$ cat src/rtl/pst_pkg.sv
// Shared types and constants of the page signature table.
// No dependencies.
package pst_pkg;

    localparam int unsigned ADDR_W      = 64;
    localparam int unsigned SIG_FIELD_W = 12;
    localparam int unsigned DELTA_W     = 7;

    // Operation codes of an input transaction
    typedef enum logic [1:0] {
        KIND_READ   = 2'd0,
        KIND_UPDATE = 2'd1,
        KIND_CLEAR  = 2'd2
    } t_kind;

    // Row update outcome, from the row logic to the pipeline
    typedef struct packed {
        logic                      wr_en;
        logic                      hit;
        logic [SIG_FIELD_W-1:0]    found_signature;
        logic signed [DELTA_W-1:0] block_delta;
    } t_row_result;

endpackage

$ cat src/rtl/pst_row_logic.sv
// Hit detection, victim choice and LRU rank update for one set row.
// Depends on pst_pkg.
module pst_row_logic
    import pst_pkg::*;
#(
    parameter int unsigned WAYS     = 4,
    parameter int unsigned TAG_BITS = 16,
    parameter int unsigned OFF_W    = 6,
    parameter int unsigned SIG_W    = 12,
    localparam int unsigned RANK_W = (WAYS > 1) ? $clog2(WAYS) : 1,
    localparam int unsigned EW     = 1 + RANK_W + TAG_BITS + OFF_W + SIG_W
) (
    input  t_kind                      i_kind,
    input  logic [TAG_BITS-1:0]        i_tag,
    input  logic [OFF_W-1:0]           i_offset,
    input  logic [SIG_W-1:0]           i_signature,
    input  logic [WAYS-1:0][EW-1:0]    i_row,
    output logic [WAYS-1:0][EW-1:0]    o_row,
    output t_row_result                o_res
);

    // Entry layout, LSB first: signature, offset, tag, rank, valid
    localparam int unsigned OFF_LSB  = SIG_W;
    localparam int unsigned TAG_LSB  = OFF_LSB + OFF_W;
    localparam int unsigned RANK_LSB = TAG_LSB + TAG_BITS;
    localparam int unsigned VAL_BIT  = RANK_LSB + RANK_W;
    localparam int unsigned WI       = (WAYS > 1) ? $clog2(WAYS) : 1;
    localparam int unsigned DW_D     = (OFF_W + 1 > DELTA_W) ? (OFF_W + 1) : DELTA_W;
    localparam logic [RANK_W-1:0] RANK_MAX = RANK_W'(WAYS - 1);

    logic [WAYS-1:0]              w_valid;
    logic [WAYS-1:0]              w_match;
    logic [WAYS-1:0]              w_lru;
    logic [WAYS-1:0][RANK_W-1:0]  w_rank;
    logic [WI-1:0]                hit_way;
    logic [WI-1:0]                free_way;
    logic [WI-1:0]                lru_way;
    logic [WI-1:0]                sel_way;
    logic                         any_match;
    logic                         any_free;
    logic                         do_touch;
    logic                         do_fill;
    logic [RANK_W:0]              old_rank;
    logic [EW-1:0]                sel_entry;
    logic [DW_D-1:0]              diff;

    // Per-way compares; valid ranks form a permutation, so LRU has the top rank
    always_comb begin
        for (int w = 0; w < WAYS; w++) begin
            w_valid[w] = i_row[w][VAL_BIT];
            w_rank[w]  = i_row[w][RANK_LSB +: RANK_W];
            w_match[w] = w_valid[w] && (i_row[w][TAG_LSB +: TAG_BITS] == i_tag);
            w_lru[w]   = (w_rank[w] == RANK_MAX);
        end
    end

    // Lowest-numbered way wins in each priority pick
    always_comb begin
        hit_way  = '0;
        free_way = '0;
        lru_way  = '0;
        for (int w = WAYS - 1; w >= 0; w--) begin
            if (w_match[w]) begin
                hit_way = WI'(w);
            end
            if (!w_valid[w]) begin
                free_way = WI'(w);
            end
            if (w_lru[w]) begin
                lru_way = WI'(w);
            end
        end
        any_match = |w_match;
        any_free  = !(&w_valid);
    end

    // Way selection per operation
    always_comb begin
        sel_way  = hit_way;
        do_touch = 1'b0;
        do_fill  = 1'b0;
        case (i_kind)
            KIND_READ: begin
                do_touch = any_match;
            end
            KIND_UPDATE: begin
                sel_way  = any_match ? hit_way : (any_free ? free_way : lru_way);
                do_touch = 1'b1;
                do_fill  = 1'b1;
            end
            default: begin
            end
        endcase
    end

    // Make the selected way most recent, age the younger valid ways; an update also refills it
    always_comb begin
        sel_entry = i_row[sel_way];
        old_rank  = sel_entry[VAL_BIT] ? {1'b0, sel_entry[RANK_LSB +: RANK_W]}
                                       : (RANK_W + 1)'(WAYS);
        o_row     = i_row;
        if (do_touch) begin
            for (int v = 0; v < WAYS; v++) begin
                if ((WI'(v) != sel_way) && w_valid[v] && ({1'b0, w_rank[v]} < old_rank)
                    && (w_rank[v] < RANK_MAX)) begin
                    o_row[v][RANK_LSB +: RANK_W] = w_rank[v] + 1'b1;
                end
            end
            o_row[sel_way][RANK_LSB +: RANK_W] = '0;
        end
        if (do_fill) begin
            o_row[sel_way] = {1'b1, {RANK_W{1'b0}}, i_tag, i_offset, i_signature};
        end
    end

    // Read result; zero unless a read hit
    always_comb begin
        diff                  = DW_D'(i_offset) - DW_D'(sel_entry[OFF_LSB +: OFF_W]);
        o_res.wr_en           = do_touch;
        o_res.hit             = (i_kind == KIND_READ) && any_match;
        o_res.found_signature = o_res.hit ? SIG_FIELD_W'(sel_entry[SIG_W-1:0]) : '0;
        o_res.block_delta     = o_res.hit ? signed'(diff[DELTA_W-1:0]) : '0;
    end

endmodule

$ cat config.mk
export PLATFORM = sky130hd
export DESIGN_NAME = pst_row_logic
export DESIGN_NICKNAME = d
export VERILOG_FILES = /design/src/rtl/pst_pkg.sv /design/src/rtl/pst_row_logic.sv
export SDC_FILE = /design/constraint.sdc
export NUM_CORES = 1
export LEC_CHECK = 0
export ABC_AREA = 1
export BUFFER_PORTS_ARGS = -buffer_cell sky130_fd_sc_hd__buf_2
export CAP_MARGIN = 25
export CORE_AREA = 2 2 136 138
export DETAILED_ROUTE_END_ITERATION = 7
export DIE_AREA = 0 0 138 140
export GPL_TIMING_DRIVEN = 1
export PLACE_DENSITY = 0.6
export SETUP_SLACK_MARGIN = 0.5
export SLEW_MARGIN = 40
export SYNTH_ARGS = -nofsm -noshare
export SYNTH_HDL_FRONTEND = slang
export SYNTH_SLANG_ARGS = --single-unit
$ cat constraint.sdc
create_clock -name vclk -period 6.2
set_input_delay 1.24 -clock vclk [all_inputs]
set_output_delay 1.24 -clock vclk [all_outputs]
set_load 0.05 [all_outputs]
**Word-level counts from Yosys, hierarchy flattened**

Index checks and enable logic that the tools add are counted.

- $add $sub $neg: 5
- Order comparisons: 10
- Eq/ne operators: 12
- Mux-type cells: 38
- Reductions and logical operators: 22

Operators by type and width:

| kind | number |
|---|---|
| bitwise mux 148 bit | 2 |
| two-way mux 148 bit | 2 |
| demux 37 bit (select 2 bit) | 2 |
| binary-select mux 37 bit (select 2 bit) | 1 |
| two-way mux 37 bit | 2 |
| equality test 16 bit | 4 |
| two-way mux 2 bit | 23 |
| two-way mux 36 bit | 1 |
| logical AND 1 bit | 18 |
| < comparator 2 x 3 -> 1 bit | 4 |
| two-way mux 12 bit | 1 |
| adder 2 x 1 -> 2 bit (second input constant) | 4 |
| equality test 2 bit (second input constant) | 4 |
| < comparator 2 bit (second input constant) | 4 |
| two-way mux 7 bit | 1 |
| subtractor 6 x 6 -> 7 bit | 1 |
| != test 2 bit (first input constant) | 2 |
| AND reduction 4 bit | 1 |
| OR reduction 4 bit | 1 |
| < comparator 2 x 3 -> 1 bit (second input constant) | 1 |
| two-way mux 3 bit | 1 |
| equality test 2 x 1 -> 1 bit (second input constant) | 1 |
| greater-or-equal comparator 2 x 1 -> 1 bit (second input constant) | 1 |
| logical NOT 2 bit | 1 |
| other kinds (4) | 4 |

- Register bits after elaboration: 0
- Bits of input ports: 184
- Output and inout port bits: 169
- Logic and storage cells: 87

**Depth between registers and ports, before layout**

- Depth in word-level cells: 20
- Mapped depth: 29

**Least setup slack after synthesis**

No wires, ideal clock.

- Path type: input port to output port
- From: input i_tag[0]
- To: output o_res[4] (netlist name)
- Arrival time: 4845 ps
- Slack: 115 ps
- Stages: 26
- Cells stage by stage: buf_4 > nand2_1 > nand2_1 > nor2_1 > nand2_1 > nor2_1 > nand3_2 > nand2_1 > nand2_1 > nand2_1 > nand2_4 > nand2_8 > nor2_4 > inv_1 > buf_2 > nor2_1 > nor3_1 > ha_1 > inv_1 > fa_1 > nand2_1 > inv_1 > nor2_1 > o21bai_1 > nand2_1 > nor3b_1

RTL lines:

| element | RTL line | source |
|---|---|---|
| from (decl) | pst_row_logic.sv:14 | `input logic [TAG_BITS-1:0] i_tag,` |
| to (decl) | pst_row_logic.sv:19 | `output t_row_result o_res` |

==> flow_results.xml <==
<?xml version="1.0" encoding="UTF-8"?>
<metrics>
  <group name="setup_path">
    <metric name="critPathMostFrequentCell" unit="">sky130_fd_sc_hd__nand2_1</metric>
    <metric name="arrival" unit="ns">4.33</metric>
    <metric name="worst_ep_required_time" unit="ns">4.96</metric>
    <metric name="setup.worst_path.class" unit="">primary input to output pin</metric>
    <metric name="crit_fanout" unit="">8</metric>
    <metric name="critPathSlowestCell" unit="">sky130_fd_sc_hd__fa_2</metric>
    <metric name="setup.worst_path.start_class" unit="">primary input</metric>
    <metric name="worst_path_largest_cell_delay" unit="ns">0.35</metric>
    <metric name="setup.worst_path.end_class" unit="">output pin</metric>
    <metric name="crit_buf_inv" unit="">6</metric>
    <metric name="kind_of_cell_with_the_highest_combined_delay_on_the_critical_path" unit="">simple AND/OR/NAND/NOR gates</metric>
  </group>
  <group name="power">
    <metric name="irDropWorstVdd" unit="µV">74.55</metric>
    <metric name="power_density" unit="nW/µm²">107.0</metric>
    <metric name="power.static_leakage" unit="nW">4.239</metric>
  </group>
  <group name="grt">
    <metric name="global_route.usage.total" unit="">0.2669</metric>
    <metric name="grt_start_max_net_pins" unit="">41</metric>
    <metric name="first_global_vias" unit="">7198</metric>
    <metric name="grt_antenna_before_repair" unit="">1</metric>
    <metric name="grt_pass1_wl" unit="µm">41380</metric>
    <metric name="total_overflow_reported_by_the_global_router" unit="">0</metric>
  </group>
  <group name="sta">
    <metric name="final-hold-violation-count" unit="">0</metric>
    <metric name="crit_share_post_route" unit="">0.8985</metric>
    <metric name="totalNegativeSetupSlack" unit="ns">0</metric>
    <metric name="rsz0062_at_grt" unit="">yes</metric>
    <metric name="final-max-slew-violation-count" unit="">0</metric>
    <metric name="max_freq" unit="GHz">0.1795</metric>
    <metric name="report.final.setup_viol" unit="">0</metric>
    <metric name="maxSlewHeadroom" unit="">0.6287</metric>
    <metric name="holdWs" unit="ns">2.893</metric>
    <metric name="tightest_slew" unit="ns">0.5549</metric>
    <metric name="final.min_clock_period" unit="ns">5.571</metric>
  </group>
  <group name="cells_and_area">
    <metric name="finish.net_count" unit="">1487</metric>
    <metric name="area.growth.synth_to_final" unit="%">51.18</metric>
    <metric name="final-seq-area" unit="µm²">0</metric>
    <metric name="n_clock_buffer" unit="">0</metric>
    <metric name="total_number_of_sequential_cells" unit="">0</metric>
    <metric name="final.fill_count" unit="">2057</metric>
    <metric name="post_route_cells_drive_above_1_share" unit="">0.3981</metric>
  </group>
  <group name="die">
    <metric name="num_io_pins" unit="">353</metric>
    <metric name="die-area" unit="µm²">19320</metric>
    <metric name="die_h" unit="µm">140</metric>
    <metric name="design.core.area" unit="µm²">17780</metric>
    <metric name="core.rowCount" unit="">49</metric>
    <metric name="floorplan.die.width" unit="µm">138</metric>
    <metric name="initial_core_util" unit="">0.2661</metric>
  </group>
  <group name="placed_design">
    <metric name="place.port_buffers" unit="">353</metric>
    <metric name="finalWeightedCongestion" unit="">0.9987</metric>
    <metric name="dp_hpwl" unit="µm">23290</metric>
  </group>
  <group name="run_status">
    <metric name="outcome" unit="">finished, final reports clean</metric>
  </group>
  <group name="clock_tree">
    <metric name="cts_hold_repair.buffers" unit="">0</metric>
  </group>
  <group name="yosys">
    <metric name="post-synth-top-area-cell" unit="">sky130_fd_sc_hd__nand2_1</metric>
    <metric name="average_cell_area_after_synthesis" unit="µm²">5.022</metric>
    <metric name="synth.cell_area" unit="µm²">4731</metric>
    <metric name="synth-seq-area-share" unit="">0</metric>
    <metric name="synthesis.nets" unit="">1141</metric>
    <metric name="netlist-cell-type-count" unit="">50</metric>
    <metric name="ys_top_cells_by_area" unit="">sky130_fd_sc_hd__nand2_1, sky130_fd_sc_hd__o21ai_0, sky130_fd_sc_hd__inv_1, sky130_fd_sc_hd__nor2_1, sky130_fd_sc_hd__a22oi_1</metric>
    <metric name="synth_top_area_frac" unit="">0.2658</metric>
    <metric name="synth-warning-count" unit="">0</metric>
    <metric name="post_synth_inst_count" unit="">942</metric>
  </group>
  <group name="route">
    <metric name="wl" unit="µm">27950</metric>
    <metric name="avgViaCountPerCell" unit="">5.186</metric>
    <metric name="routed-via-count" unit="">7862</metric>
    <metric name="drtAntennaViolNets" unit="">0</metric>
    <metric name="dr.pass1.iters" unit="">6</metric>
    <metric name="post_drt_wl_per_cell" unit="µm">18.44</metric>
    <metric name="initialDrtViolationCount" unit="">714</metric>
    <metric name="drc" unit="">0</metric>
  </group>
  <group name="job">
    <metric name="max_cap_violations" unit="">0</metric>
  </group>
  <group name="hold_path">
    <metric name="type_of_the_most_critical_hold_path" unit="">primary input to output pin</metric>
  </group>
</metrics>
cell type report:
| type | instances | area (µm²) | area share |
|---|---|---|---|
| inverter | 132 | 569.3 | 0.07960 |
| multi-input combinational | 771 | 4175 | 0.5838 |
| antenna | 1 | 2.502 | 0.0003499 |
| timing repair buffer | 383 | 2118 | 0.2962 |
| tap | 229 | 286.5 | 0.04006 |
per-layer routing:
metal / track usage / wire length [µm]
met1: 0.3443 / 11230
met2: 0.4687 / 13390
met3: 0.02256 / 2178
met4: 0.09076 / 1147
met5: 0 / 0
logic make-up after synthesis:
group / count (synthesis) / synth area share
buf+inv: 171 / 0.1576
compound gates: 211 / 0.2727
simple gates: 536 / 0.5118
xor+xnor: 9 / 0.01666
fa+ha+maj: 15 / 0.04126
final timing paths:
check       from        end  cells after the start
max    i_tag[11]   o_res[6]                     26
min    i_row[38]  o_row[38]                      4
through the flow:
| stage | setup WS [ns] | cell area [µm²] | power (W) | util | cells |
|---|---|---|---|---|---|
| after CTS | 0.4832 | 6771 | 0.0007313 | 0.3809 | 1505 |
| after global placement | 0.1993 | 6711 | 0.0007274 | 0.3775 | 1504 |
| after detailed placement | 0.1907 | 6711 | 0.0007249 | 0.3775 | 1504 |
| after global routing | 0.3703 | 7152 | 0.0008172 | 0.4023 | 1516 |
| after floorplan | 0.5462 | 4753 | 0.0004887 | - | 942 |
| final | 0.6293 | 7152 | 0.0007655 | 0.4023 | 1516 |
cell usage in the layout, fill, tap and decap left out, types with 13 or more instances in the layout:
cell,Yosys,layout
sky130_fd_sc_hd__a21oi_1,19,19
sky130_fd_sc_hd__a22oi_1,26,26
sky130_fd_sc_hd__buf_2,10,330
sky130_fd_sc_hd__buf_4,5,33
sky130_fd_sc_hd__ha_1,14,13
sky130_fd_sc_hd__inv_1,114,109
sky130_fd_sc_hd__nand2_1,335,319
sky130_fd_sc_hd__nand2_2,14,27
sky130_fd_sc_hd__nand3_1,31,28
sky130_fd_sc_hd__nand4_1,29,29
sky130_fd_sc_hd__nor2_1,75,61
sky130_fd_sc_hd__nor2_2,4,18
sky130_fd_sc_hd__o21ai_0,110,109
sky130_fd_sc_hd__o21ai_1,16,17
sky130_fd_sc_hd__o21ai_2,18,18
worst min-delay path, cell delays in order:
cell                      delay [ns]
sky130_fd_sc_hd__buf_2          0.11
sky130_fd_sc_hd__nand2_1        0.05
sky130_fd_sc_hd__o21ai_1        0.05
sky130_fd_sc_hd__buf_2          0.20
where the power goes:
group	switching [W]	internal (W)	total (W)	leakage, nW
sequential	0	0	0	0
clock	0	0.0000000000216	0.0000000000216	0.00000634
combinational	0.000552	0.000213	0.000766	4.24
total	0.000552	0.000213	0.000766	4.24
cells in the mapped netlist, drive strengths merged:
cell / number
fa: 1
a21oi: 21
a211oi: 1
nor3: 9
and2: 1
inv: 132
o32ai: 1
buf: 23
o211ai: 1
o21bai: 1
and3b: 1
o22ai: 1
o2111ai: 3
a221oi: 5
nand3b: 7
o221ai: 1
nand4: 33
ha: 14
xnor2: 8
or2: 3
a22o: 4
nand2: 356
nor4: 6
o21ai: 144
nor3b: 2
a22oi: 26
clkbuf: 16
xor2: 1
a2111oi: 2
nor2: 83
nand3: 35
repair_timing:
action	CTS	global route
pin swaps	2	18
resized for setup	17	100
setup buffers	1	10
setup endpoints to repair	14	19
Note: power is estimated with default switching activity, not from simulation.
